$ cat src/rtl/rxrot_pkg.sv
`default_nettype none

package rxrot_pkg;

  typedef enum logic [2:0] {
    REQ_DESC_DONE  = 3'd0,
    REQ_DESC_ERROR = 3'd1,
    REQ_UNEXP_EOF  = 3'd2,
    REQ_TAKE       = 3'd3,
    REQ_RELEASE    = 3'd4,
    REQ_START      = 3'd5,
    REQ_STOP       = 3'd6,
    REQ_READ_CNT   = 3'd7
  } req_e;

  typedef enum logic [1:0] {
    ST_OK          = 2'd0,
    ST_QUEUE_EMPTY = 2'd1,
    ST_BAD_STATE   = 2'd2,
    ST_BAD_ARG     = 2'd3
  } status_e;

  typedef enum logic [2:0] {
    FLT_NONE       = 3'd0,
    FLT_DESC       = 3'd1,
    FLT_EOF        = 3'd2,
    FLT_FIFO       = 3'd3,
    FLT_DMA        = 3'd4,
    FLT_QUEUE_FULL = 3'd5,
    FLT_BLOCK      = 3'd6
  } fault_e;

  typedef enum logic [1:0] {
    OWN_DMA   = 2'd0,
    OWN_READY = 2'd1,
    OWN_PROC  = 2'd2
  } owner_e;

  localparam int unsigned NumCounters = 7;
  localparam int unsigned CntDescs    = 0;
  localparam int unsigned CntBlocks   = 1;
  localparam int unsigned CntDescErr  = 2;
  localparam int unsigned CntOverrun  = 3;
  localparam int unsigned CntFifo     = 4;
  localparam int unsigned CntQFull    = 5;
  localparam int unsigned CntEof      = 6;

  localparam logic [11:0] DescBytesReset = 12'd4092;

  typedef struct packed {
    logic [2:0]  req_type;
    logic [11:0] desc_length;
    logic [11:0] desc_size;
    logic        fifo_overflow;
    logic [2:0]  release_index;
    logic [2:0]  counter_select;
  } req_t;

  typedef struct packed {
    logic [1:0]  status;
    logic [1:0]  out_block_index;
    logic [31:0] out_sequence;
    logic [31:0] counter_value;
    logic        is_running;
    logic        is_stopping;
    logic        is_fatal;
    logic [2:0]  first_fault;
  } res_t;

endpackage

`default_nettype wire

$ cat src/rtl/rx_block_ring_ownership_tracker_top.sv
`default_nettype none

// Receive ring ownership tracker.
// Input channel: an item (req_i) is accepted at a rising edge where start is
// high and busy is low. The block never raises busy, so an item may be
// given in every cycle.
// Output channel: each accepted item yields exactly one result on res_o,
// marked by res_valid_o for one cycle via in_valid_q and res_valid_q. The
// receiver cannot stall; results leave in item order at one per cycle.
// The first stage registers the item; the second applies it to the ring,
// owner, queue and counter state and registers the result in the same cycle,
// so back-to-back items see each other's updates.
// Configuration: cfg_we_i with cfg_wdata_i writes the expected descriptor
// size. Write it only while no item is in flight.
// Reset clears all flags, the ring position, owners, sequence number, queue
// count and counters, and sets the descriptor size to 4092. Queue entries
// are not cleared; they are only read below the fill count.
module rx_block_ring_ownership_tracker_top #(
  parameter int unsigned BLOCK_COUNT     = 4,
  parameter int unsigned DESCS_PER_BLOCK = 4
) (
  input  wire logic            clk_i,
  input  wire logic            rst_ni,
  input  wire logic            start,
  output logic                 busy,
  input  wire rxrot_pkg::req_t req_i,
  input  wire logic            cfg_we_i,
  input  wire logic [11:0]     cfg_wdata_i,
  output logic                 res_valid_o,
  output rxrot_pkg::res_t      res_o
);
  import rxrot_pkg::*;

  localparam int unsigned IdxW  = $clog2(BLOCK_COUNT);
  localparam int unsigned DescW = (DESCS_PER_BLOCK > 1) ? $clog2(DESCS_PER_BLOCK) : 1;
  localparam int unsigned CntW  = $clog2(BLOCK_COUNT + 1);

  logic                 in_valid_q;
  req_t                 req_q;
  logic [11:0]          cfg_q;
  logic                 run_q, run_d;
  logic                 stop_q, stop_d;
  logic                 fatal_q, fatal_d;
  fault_e               code_q, code_d;
  logic [DescW-1:0]     desc_q, desc_d;
  logic [IdxW-1:0]      blk_q, blk_d;
  owner_e               owner_q [BLOCK_COUNT];
  owner_e               owner_d [BLOCK_COUNT];
  logic [31:0]          seq_q, seq_d;
  logic [CntW-1:0]      count_q, count_d;
  logic [IdxW-1:0]      head_q, head_d;
  logic [IdxW-1:0]      fifo_idx_q [BLOCK_COUNT];
  logic [31:0]          fifo_seq_q [BLOCK_COUNT];
  logic [31:0]          cnt_q [NumCounters];
  logic                 res_valid_q;
  res_t                 res_q, res_d;

  logic [NumCounters-1:0] bump;
  logic                   clear;
  logic                   fault;
  fault_e                 fault_code;
  logic                   fifo_we;
  logic [IdxW-1:0]        slot;
  logic [IdxW:0]          slot_sum;
  logic [IdxW-1:0]        next_blk;
  logic [IdxW-1:0]        head_idx;
  logic [IdxW-1:0]        rel_idx;
  logic [IdxW-1:0]        oidx;
  status_e                status;

  assign busy = 1'b0;

  assign next_blk = (blk_q == IdxW'(BLOCK_COUNT - 1)) ? '0 : blk_q + 1'b1;
  assign slot_sum = (IdxW + 1)'(head_q) + (IdxW + 1)'(count_q);
  assign slot     = (slot_sum >= (IdxW + 1)'(BLOCK_COUNT))
                  ? IdxW'(slot_sum - (IdxW + 1)'(BLOCK_COUNT)) : IdxW'(slot_sum);
  assign head_idx = fifo_idx_q[head_q];
  assign rel_idx  = IdxW'(req_q.release_index);

  always_comb begin
    run_d      = run_q;
    stop_d     = stop_q;
    fatal_d    = fatal_q;
    code_d     = code_q;
    desc_d     = desc_q;
    blk_d      = blk_q;
    owner_d    = owner_q;
    seq_d      = seq_q;
    count_d    = count_q;
    head_d     = head_q;
    bump       = '0;
    clear      = 1'b0;
    fault      = 1'b0;
    fault_code = FLT_NONE;
    fifo_we    = 1'b0;
    status     = ST_OK;
    oidx       = '0;
    res_d      = '0;

    unique case (req_e'(req_q.req_type))
      REQ_DESC_DONE: begin
        if (run_q && !stop_q) begin
          if (req_q.fifo_overflow) begin
            bump[CntFifo]    = 1'b1;
            bump[CntOverrun] = 1'b1;
            fault            = 1'b1;
            fault_code       = FLT_FIFO;
          end else if (req_q.desc_length != req_q.desc_size ||
                       req_q.desc_size != cfg_q) begin
            bump[CntDescErr] = 1'b1;
            fault            = 1'b1;
            fault_code       = FLT_DESC;
          end else begin
            bump[CntDescs] = 1'b1;
            if (desc_q == DescW'(DESCS_PER_BLOCK - 1)) begin
              desc_d = '0;
              blk_d  = next_blk;
              if (owner_q[next_blk] != OWN_DMA || owner_q[blk_q] != OWN_DMA) begin
                bump[CntOverrun] = 1'b1;
                fault            = 1'b1;
                fault_code       = FLT_DMA;
              end else begin
                owner_d[blk_q]  = OWN_READY;
                bump[CntBlocks] = 1'b1;
                seq_d           = seq_q + 32'd1;
                if (count_q >= CntW'(BLOCK_COUNT)) begin
                  bump[CntQFull] = 1'b1;
                  fault          = 1'b1;
                  fault_code     = FLT_QUEUE_FULL;
                end else begin
                  fifo_we = 1'b1;
                  count_d = count_q + 1'b1;
                end
              end
            end else begin
              desc_d = desc_q + 1'b1;
            end
          end
        end
      end
      REQ_DESC_ERROR: begin
        if (run_q && !stop_q) begin
          bump[CntDescErr] = 1'b1;
          fault            = 1'b1;
          fault_code       = FLT_DESC;
        end
      end
      REQ_UNEXP_EOF: begin
        if (run_q && !stop_q) begin
          bump[CntEof] = 1'b1;
          fault        = 1'b1;
          fault_code   = FLT_EOF;
        end
      end
      REQ_TAKE: begin
        if (count_q == '0) begin
          status = ST_QUEUE_EMPTY;
        end else begin
          head_d  = (head_q == IdxW'(BLOCK_COUNT - 1)) ? '0 : head_q + 1'b1;
          count_d = count_q - 1'b1;
          if (32'(head_idx) >= BLOCK_COUNT || owner_q[head_idx] != OWN_READY) begin
            fault      = 1'b1;
            fault_code = FLT_BLOCK;
            status     = ST_BAD_STATE;
          end else begin
            owner_d[head_idx]  = OWN_PROC;
            oidx               = head_idx;
            res_d.out_sequence = fifo_seq_q[head_q];
          end
        end
      end
      REQ_RELEASE: begin
        if (32'(req_q.release_index) >= BLOCK_COUNT) begin
          status = ST_BAD_ARG;
        end else if (owner_q[rel_idx] != OWN_PROC) begin
          fault      = 1'b1;
          fault_code = FLT_BLOCK;
          status     = ST_BAD_STATE;
        end else begin
          owner_d[rel_idx] = OWN_DMA;
        end
      end
      REQ_START: begin
        if (run_q) begin
          status = ST_BAD_STATE;
        end else begin
          clear   = 1'b1;
          run_d   = 1'b1;
          stop_d  = 1'b0;
          fatal_d = 1'b0;
          code_d  = FLT_NONE;
          desc_d  = '0;
          blk_d   = '0;
          seq_d   = '0;
          count_d = '0;
          head_d  = '0;
          for (int i = 0; i < BLOCK_COUNT; i++) begin
            owner_d[i] = OWN_DMA;
          end
        end
      end
      REQ_STOP: begin
        stop_d = 1'b1;
        run_d  = 1'b0;
      end
      REQ_READ_CNT: begin
        if (32'(req_q.counter_select) >= NumCounters) begin
          status = ST_BAD_ARG;
        end else begin
          res_d.counter_value = cnt_q[req_q.counter_select];
        end
      end
      default: begin
        status = ST_OK;
      end
    endcase

    if (fault && !stop_q) begin
      if (!fatal_q) begin
        code_d = fault_code;
      end
      fatal_d = 1'b1;
      run_d   = 1'b0;
    end

    res_d.status          = status;
    res_d.out_block_index = 2'(oidx);
    res_d.is_running      = run_d;
    res_d.is_stopping     = stop_d;
    res_d.is_fatal        = fatal_d;
    res_d.first_fault     = code_d;
  end

  always_ff @(posedge clk_i or negedge rst_ni) begin
    if (!rst_ni) begin
      in_valid_q  <= 1'b0;
      res_valid_q <= 1'b0;
      cfg_q       <= DescBytesReset;
      run_q       <= 1'b0;
      stop_q      <= 1'b0;
      fatal_q     <= 1'b0;
      code_q      <= FLT_NONE;
      desc_q      <= '0;
      blk_q       <= '0;
      seq_q       <= '0;
      count_q     <= '0;
      head_q      <= '0;
      for (int i = 0; i < BLOCK_COUNT; i++) begin
        owner_q[i] <= OWN_DMA;
      end
      for (int i = 0; i < NumCounters; i++) begin
        cnt_q[i] <= '0;
      end
    end else begin
      in_valid_q  <= start;
      res_valid_q <= in_valid_q;
      if (cfg_we_i) begin
        cfg_q <= cfg_wdata_i;
      end
      if (in_valid_q) begin
        run_q   <= run_d;
        stop_q  <= stop_d;
        fatal_q <= fatal_d;
        code_q  <= code_d;
        desc_q  <= desc_d;
        blk_q   <= blk_d;
        seq_q   <= seq_d;
        count_q <= count_d;
        head_q  <= head_d;
        owner_q <= owner_d;
        for (int i = 0; i < NumCounters; i++) begin
          if (clear) begin
            cnt_q[i] <= '0;
          end else if (bump[i] && cnt_q[i] != '1) begin
            cnt_q[i] <= cnt_q[i] + 32'd1;
          end
        end
      end
    end
  end

  always_ff @(posedge clk_i) begin
    req_q <= req_i;
    res_q <= res_d;
    if (in_valid_q && fifo_we) begin
      fifo_idx_q[slot] <= blk_q;
      fifo_seq_q[slot] <= seq_d;
    end
  end

  assign res_valid_o = res_valid_q;
  assign res_o       = res_q;

endmodule

`default_nettype wire

$ cat config.mk
export PLATFORM = sky130hd
export DESIGN_NAME = rx_block_ring_ownership_tracker_top
export DESIGN_NICKNAME = d
export VERILOG_FILES = /design/src/rtl/rxrot_pkg.sv /design/src/rtl/rx_block_ring_ownership_tracker_top.sv
export SDC_FILE = /design/constraint.sdc
export NUM_CORES = 1
export LEC_CHECK = 0
export ABC_AREA = 1
export ABC_CLOCK_PERIOD_IN_PS = 4200
export BUFFER_PORTS_ARGS = -buffer_cell sky130_fd_sc_hd__buf_4
export CORE_MARGIN = 2
export CORE_UTILIZATION = 25
export DETAILED_ROUTE_END_ITERATION = 6
export PLACE_DENSITY = 0.43
export SYNTH_ARGS = -nofsm -noshare
export SYNTH_HDL_FRONTEND = slang
export SYNTH_SLANG_ARGS = --single-unit
$ cat constraint.sdc
create_clock -name clk_i -period 4.2 [get_ports clk_i]
set_input_delay 0.21 -clock clk_i [delete_from_list [all_inputs] [get_ports clk_i]]
set_output_delay 0.21 -clock clk_i [all_outputs]
set_load 0.005 [all_outputs]
# Word-level counts from Yosys, hierarchy flattened
# Memories as Yosys holds them, arrays and structs flattened. A register that Yosys moved wholly into a read port is not among the register bits.
# Cells that the tools add are included.
dict set report totals {
  reg_bits 369
  mem_bits_rw 136
  out_inout_bits 76
  memories 2
}
# memory depth width rd rd_ports_with_merged_regs wr line_no
set mem_list {}
lappend mem_list {fifo_seq_q 4 32 1 1 1 rx_block_ring_ownership_tracker_top.sv:53} ;# logic [31:0] fifo_seq_q [BLOCK_COUNT];
lappend mem_list {fifo_idx_q 4 2 1 0 1 rx_block_ring_ownership_tracker_top.sv:52} ;# logic [IdxW-1:0] fifo_idx_q [BLOCK_COUNT];
dict set report op_classes {
  addsub 15
  magnitude_cmp 12
  eq_ne 32
  muxes 151
  bitwise 15
  n_reduce_logical 46
}
# operator n
set ops {}
lappend ops {{two-way mux 32 bit} 22}
lappend ops {{adder 32 x 1 -> 32 bit (second input constant)} 8}
lappend ops {{!= test 32 bit (second input constant)} 7}
lappend ops {{binary-select mux 32 bit (select 3 bit)} 1}
lappend ops {{two-way mux 8 bit} 10}
lappend ops {{two-way mux 3 bit} 24}
lappend ops {{two-way mux 2 bit} 33}
lappend ops {{one-hot mux 32 bit (2 select lines)} 1}
lappend ops {{two-way mux 1 bit} 41}
lappend ops {{one-hot mux 8 bit (4 select lines)} 1}
lappend ops {{>= comparator 3 bit (second input constant)} 8}
lappend ops {{!= test 12 bit} 2}
lappend ops {{!= test 2 bit (second input constant)} 12}
lappend ops {{nonzero test 2 bit} 11}
lappend ops {{binary-select mux 2 bit (select 2 bit)} 4}
lappend ops {{one-hot mux 3 bit (5 select lines)} 1}
lappend ops {{AND reduction 2 bit} 7}
lappend ops {{logical AND 1 bit} 13}
lappend ops {{demux 2 bit (select 2 bit)} 3}
lappend ops {{== test 3 bit (second input constant)} 4}
lappend ops {{NOT 2 -> 3 bit} 4}
lappend ops {{one-hot mux 2 bit (2 select lines)} 3}
lappend ops {{AND reduction 12 bit} 1}
lappend ops {{AND reduction 10 bit} 1}
lappend ops {{33 further kinds} 49}

# Depth between registers and ports, before layout
dict set report depth {
  depth_word 17
  mapped_depth 19
  ltp_nobuf 18
}

# Least setup slack after synthesis
# No wires, ideal clock.
dict set report synth_path {
  path_type {register to register}
  from {reg blk_q[0]}
  to {mem fifo_idx_q[0][0] (netlist bit) (enable)}
  setup_ns 0.425
  t_arrival_ns 3.278
  required_ns 3.775
  path_slack_ns 0.497
  stages_incl_launch_ff 11
  n_path_buf 0
  synth_period_minus_slack_ns 3.703
  path_cell_list {dfrtp_1 > inv_1 > ha_1 > nand3b_1 > nand2_1 > nand3_2 > nor2_2 > nand2_4 > nor2_8 > nand4_1 > nor2_1}
}
dict set report synth_via {
  elab_chain_cells 17
}
# element line_no
set synth_rtl {}
lappend synth_rtl {{start, declared} rx_block_ring_ownership_tracker_top.sv:46} ;# logic [IdxW-1:0] blk_q, blk_d;
lappend synth_rtl {{start signal, assigned} rx_block_ring_ownership_tracker_top.sv:266} ;# blk_q <= blk_d;
lappend synth_rtl {{adder 2 x 1 -> 2 bit or == test 2 bit (tied branches)} rx_block_ring_ownership_tracker_top.sv:73} ;# assign next_blk = (blk_q == IdxW'(BLOCK_COUNT - 1)) ? '0 : blk_q + 1'b1;
lappend synth_rtl {{two-way mux 2 bit} rx_block_ring_ownership_tracker_top.sv:73}
lappend synth_rtl {{NOT 2 -> 3 bit (implied by the code)} rx_block_ring_ownership_tracker_top.sv:118} ;# if (owner_q[next_blk] != OWN_DMA || owner_q[blk_q] != OWN_DMA) begin
lappend synth_rtl {{binary-select mux 2 bit (select 2 bit)} rx_block_ring_ownership_tracker_top.sv:118}
lappend synth_rtl {{two-way mux 2 bit (implied by the code) (2 in series)} rx_block_ring_ownership_tracker_top.sv:118}
lappend synth_rtl {{nonzero test 2 bit} rx_block_ring_ownership_tracker_top.sv:118}
lappend synth_rtl {{logical OR 1 bit (*)} rx_block_ring_ownership_tracker_top.sv:118}
lappend synth_rtl {{two-way mux 1 bit (*)} rx_block_ring_ownership_tracker_top.sv:118}
lappend synth_rtl {{two-way mux 1 bit (*)} rx_block_ring_ownership_tracker_top.sv:115} ;# if (desc_q == DescW'(DESCS_PER_BLOCK - 1)) begin
lappend synth_rtl {{two-way mux 1 bit (*)} rx_block_ring_ownership_tracker_top.sv:108} ;# end else if (req_q.desc_length != req_q.desc_size ||
lappend synth_rtl {{two-way mux 1 bit (*)} rx_block_ring_ownership_tracker_top.sv:103} ;# if (req_q.fifo_overflow) begin
lappend synth_rtl {{two-way mux 1 bit (*)} rx_block_ring_ownership_tracker_top.sv:102} ;# if (run_q && !stop_q) begin
lappend synth_rtl {{two-way mux 1 bit (*)} rx_block_ring_ownership_tracker_top.sv:100} ;# unique case (req_e'(req_q.req_type))
lappend synth_rtl {{logical AND 1 bit (*)} rx_block_ring_ownership_tracker_top.sv:285} ;# if (in_valid_q && fifo_we) begin
lappend synth_rtl {{two-way mux 1 bit (*)} rx_block_ring_ownership_tracker_top.sv:285}
lappend synth_rtl {{two-way mux 1 bit (implied by the code) (*)} rx_block_ring_ownership_tracker_top.sv:286} ;# fifo_idx_q[slot] <= blk_q;
lappend synth_rtl {{end, declared} rx_block_ring_ownership_tracker_top.sv:52}
# Every way passes the cells marked *; elsewhere a longest branch is shown, timed or not. The select of a mux whose other input is x is not followed.

# Final worst setup path
dict set report layout_path {
  from {reg blk_q[0]}
  to {mem fifo_seq_q[0][19] (enable)}
}
dict set report layout_via {
  elab_chain_cells 17
}
# element line_no
set layout_rtl {}
lappend layout_rtl {{adder 2 x 1 -> 2 bit or == test 2 bit (tied branches)} rx_block_ring_ownership_tracker_top.sv:73}
lappend layout_rtl {{two-way mux 2 bit} rx_block_ring_ownership_tracker_top.sv:73}
lappend layout_rtl {{NOT 2 -> 3 bit (implied by the code)} rx_block_ring_ownership_tracker_top.sv:118}
lappend layout_rtl {{binary-select mux 2 bit (select 2 bit)} rx_block_ring_ownership_tracker_top.sv:118}
lappend layout_rtl {{two-way mux 2 bit (implied by the code) (2 in series)} rx_block_ring_ownership_tracker_top.sv:118}
lappend layout_rtl {{nonzero test 2 bit} rx_block_ring_ownership_tracker_top.sv:118}
lappend layout_rtl {{logical OR 1 bit (*)} rx_block_ring_ownership_tracker_top.sv:118}
lappend layout_rtl {{two-way mux 1 bit (*)} rx_block_ring_ownership_tracker_top.sv:118}
lappend layout_rtl {{two-way mux 1 bit (*)} rx_block_ring_ownership_tracker_top.sv:115}
lappend layout_rtl {{two-way mux 1 bit (*)} rx_block_ring_ownership_tracker_top.sv:108}
lappend layout_rtl {{two-way mux 1 bit (*)} rx_block_ring_ownership_tracker_top.sv:103}
lappend layout_rtl {{two-way mux 1 bit (*)} rx_block_ring_ownership_tracker_top.sv:102}
lappend layout_rtl {{two-way mux 1 bit (*)} rx_block_ring_ownership_tracker_top.sv:100}
lappend layout_rtl {{logical AND 1 bit (*)} rx_block_ring_ownership_tracker_top.sv:285}
lappend layout_rtl {{two-way mux 1 bit (*)} rx_block_ring_ownership_tracker_top.sv:285}
lappend layout_rtl {{two-way mux 1 bit (implied by the code) (*)} rx_block_ring_ownership_tracker_top.sv:287} ;# fifo_seq_q[slot] <= seq_d;
lappend layout_rtl {{end, declared} rx_block_ring_ownership_tracker_top.sv:53}
# Marks and branches as above.

==> results.ini <==
[critical_path]
arrival_ns=3.77
r2r_cells=11
cp-start-kind=register
crit_fanout=34
critical_path_class=register to register
required_ns=4.46
cp-end-kind=register
rrSetupSlack_ns=0.69
worstReg2RegStart=blk_q[0]
reg2reg_to=fifo_seq_q[0][19]

[global_route]
grt_pass1_vias=25419
grt_usage=0.1741
grt_pass1_wl_um=157100
antenna_found_initial=1
grt_max_degree=94
grt-ovfl-total=0

[timing]
slew_violations=0
fin_skew_ns=0.02319
setup_ws_ns=0.6910
holdWs_ns=0.1734
slew-limit-headroom=0.2527
fmax_mhz=285.0
setup_viol=0
fin_crit_sh=0.8355
min_period_ns=3.509
rsz0062_at_grt=false
tns_ns=0
worst_slew_pin_slew_ns=1.121
hold_viol=0

[route]
dr.pass1.iters=5
wl_per_cell_um=18.72
ant_nets=0
drt-vias-per-instance=4.758
drtIter0Drc=2116
drt_wl_total_um=102300
drc=0
num_vias=26000

[logic_synthesis]
synth.distinct_cells=62
synth-seq-cells=537
synth-edff-count=136
ys_warn_count=0
synth_area_um2=28530
synth_ff_type=dfrtp_1
synth_seq_area_share=0.4763
syn_area_per_cell_um2=7.611
synthesis.nets=3815
async_flop_share=0.5456
synth_cells=3749

[die]
core_um2=112800
rows=123
die_area_um2=116900
die_h_um=341.8
start_util=0.2529
ios=126
die_width_um=341.8

[layout]
multiInputGateArea_um2=12930
post-route-util=0.3034
nFillCells=12171
layout.area.seq_um2=13600
layout.nets=3975
area_growth_pct=19.93
layout-drive-gt1-share=0.08829
insertedDiodeCount=0
stdcell_count=5464

[clock_network]
cts_tree=built
htree_num_levels=3
root_buffer=clkbuf_16
cts_buffers=70
cts_setup_buffers=0
clkTransAtPathRegs_ns=0.06
clkSinkCount=537
insertion_delay_ns=0.65
clock_path_buffers=3

[status]
status=completed

[placement]
place_hpwl_um=72330
place_ws_ns=0.5989
gp_congestion=0.9073
dpl.cell_count=5267
port_buffers=124

[power]
ir_drop_v=0.0002759
p_leak_uw=0.01366
powerDensity_nw_per_um2=412.7

[worst_hold_path]
min_path_type=primary input to async pin

[run]
maxCapViolCount=0

## routing by layer
metal / up-vias / global-route usage / wire length [um]
met2: 596 / 0.2860 / 47840
li1: 12836 / - / -
met4: 0 / 0.04414 / 2300
met5: - / 0 / 0
met1: 12429 / 0.2395 / 48020
met3: 139 / 0.02478 / 4111
## logic make-up (layout without fill, tap and decap cells)
group | Yosys count | after routing | synth area share
AOI/OAI and AO/OA | 734 | 734 | 0.1389
xor gates and xnor gates | 97 | 97 | 0.02977
adders and majority gates | 16 | 16 | 0.007279
buffers and inverters | 536 | 751 | 0.07218
DFF | 537 | 537 | 0.4763
muxes | 2 | 2 | 0.0007892
other | 1 | 1 | 0.0001314
and+or+nand+nor | 1826 | 1826 | 0.2747
## cell usage in the layout (no fill, tap or decap), types with 79 or more instances in the layout
master	instances
buf_4	157
dfxtp_1	106
a21oi_1	203
nand3_1	184
inv_1	377
edfxtp_1	136
nand2_1	839
nor2_1	457
nor3_1	159
nand4_1	97
o21ai_0	426
dfrtp_1	281
clkbuf_16	79
## state kept, by name, summed over array words and instances, names as in the netlist
register	cells
blk_q	2
cfg_q	12
cnt_q	224
code_q	3
count_q	3
desc_q	2
fatal_q	1
fifo_idx_q	8
fifo_seq_q	128
head_q	2
in_valid_q	1
owner_q	8
rel_idx	2
req_q	32
res_o	74
res_valid_o	1
run_q	1
seq_q	32
stop_q	1
## Yosys cell counts (10+ instances only)
cell	count	area, um2
a21oi_1	203	1016
a31oi_1	17	106.4
buf_1	25	93.84
buf_2	19	95.09
clkbuf_1	95	356.6
dfrtp_1	283	7082
dfstp_2	10	262.8
dfxtp_1	108	2162
edfxtp_1	136	4084
ha_1	15	187.7
inv_1	377	1415
inv_2	12	45.04
nand2_1	839	3149
nand3_1	185	925.9
nand4_1	97	606.8
nor2_1	461	1730
nor3_1	159	795.8
nor4_1	43	269.0
o21ai_0	426	2132
o21ai_1	11	55.05
o31ai_1	11	82.58
xnor2_1	28	245.2
xor2_1	69	604.3
## how the worst max path moves through the flow
| stage | endpoint | startpoint | slack, ns | cells past startpoint |
|---|---|---|---|---|
| floorplan | fifo_idx_q[0][0] | blk_q[0] | 0.50 | 10 |
| global placement | fifo_seq_q[0][19] | cfg_q[7] | 0.60 | 13 |
| detailed placement | fifo_seq_q[0][19] | blk_q[0] | 0.60 | 11 |
| CTS | fifo_seq_q[0][14] | cfg_q[7] | 0.58 | 13 |
| global route | fifo_seq_q[1][14] | blk_q[0] | 0.39 | 11 |
| finish | fifo_seq_q[0][19] | blk_q[0] | 0.69 | 11 |
## cell type report
cell class              count  share of cell area
well taps                1500             0.05484
clock inverters            34            0.008555
repair buffers            232             0.05769
clock buffers              93             0.06077
multi-input cells        2676              0.3778
flip-flops and latches    537              0.3974
inverters                 392             0.04300
## power by group
part | internal, uW | switching (uW)
combinational | 671 | 1490
sequential | 5520 | 205
clock | 3740 | 2500
total | 9930 | 4200
## metrics by stage
step / instance area, um2 / total power [uW]
after detailed placement: 31150 / 7972
final: 34220 / 14120
after CTS: 34220 / 14390
after global placement: 31150 / 7958
after global routing: 34220 / 14840
after floorplan: 28530 / 7131
## worst max-delay path, stage by stage, from the launching register on
cell and delay, ns:
dfrtp_1 0.52, inv_1 0.16, ha_1 0.35, nand3b_1 0.16, nand2_1 0.16, nand3_2 0.18, nor2_2 0.25, nand2_4 0.16
nor2_8 0.24, nand4_1 0.26, nor2_4 0.15, buf_4 0.50
## what timing repair did
| item | CTS | global route |
|---|---|---|
| resized for setup | 0 | 0 |
| hold buffers | 70 | 0 |
| endpoints found under the hold margin | 126 | 0 |
Note: power is estimated with default switching activity, not from simulation.
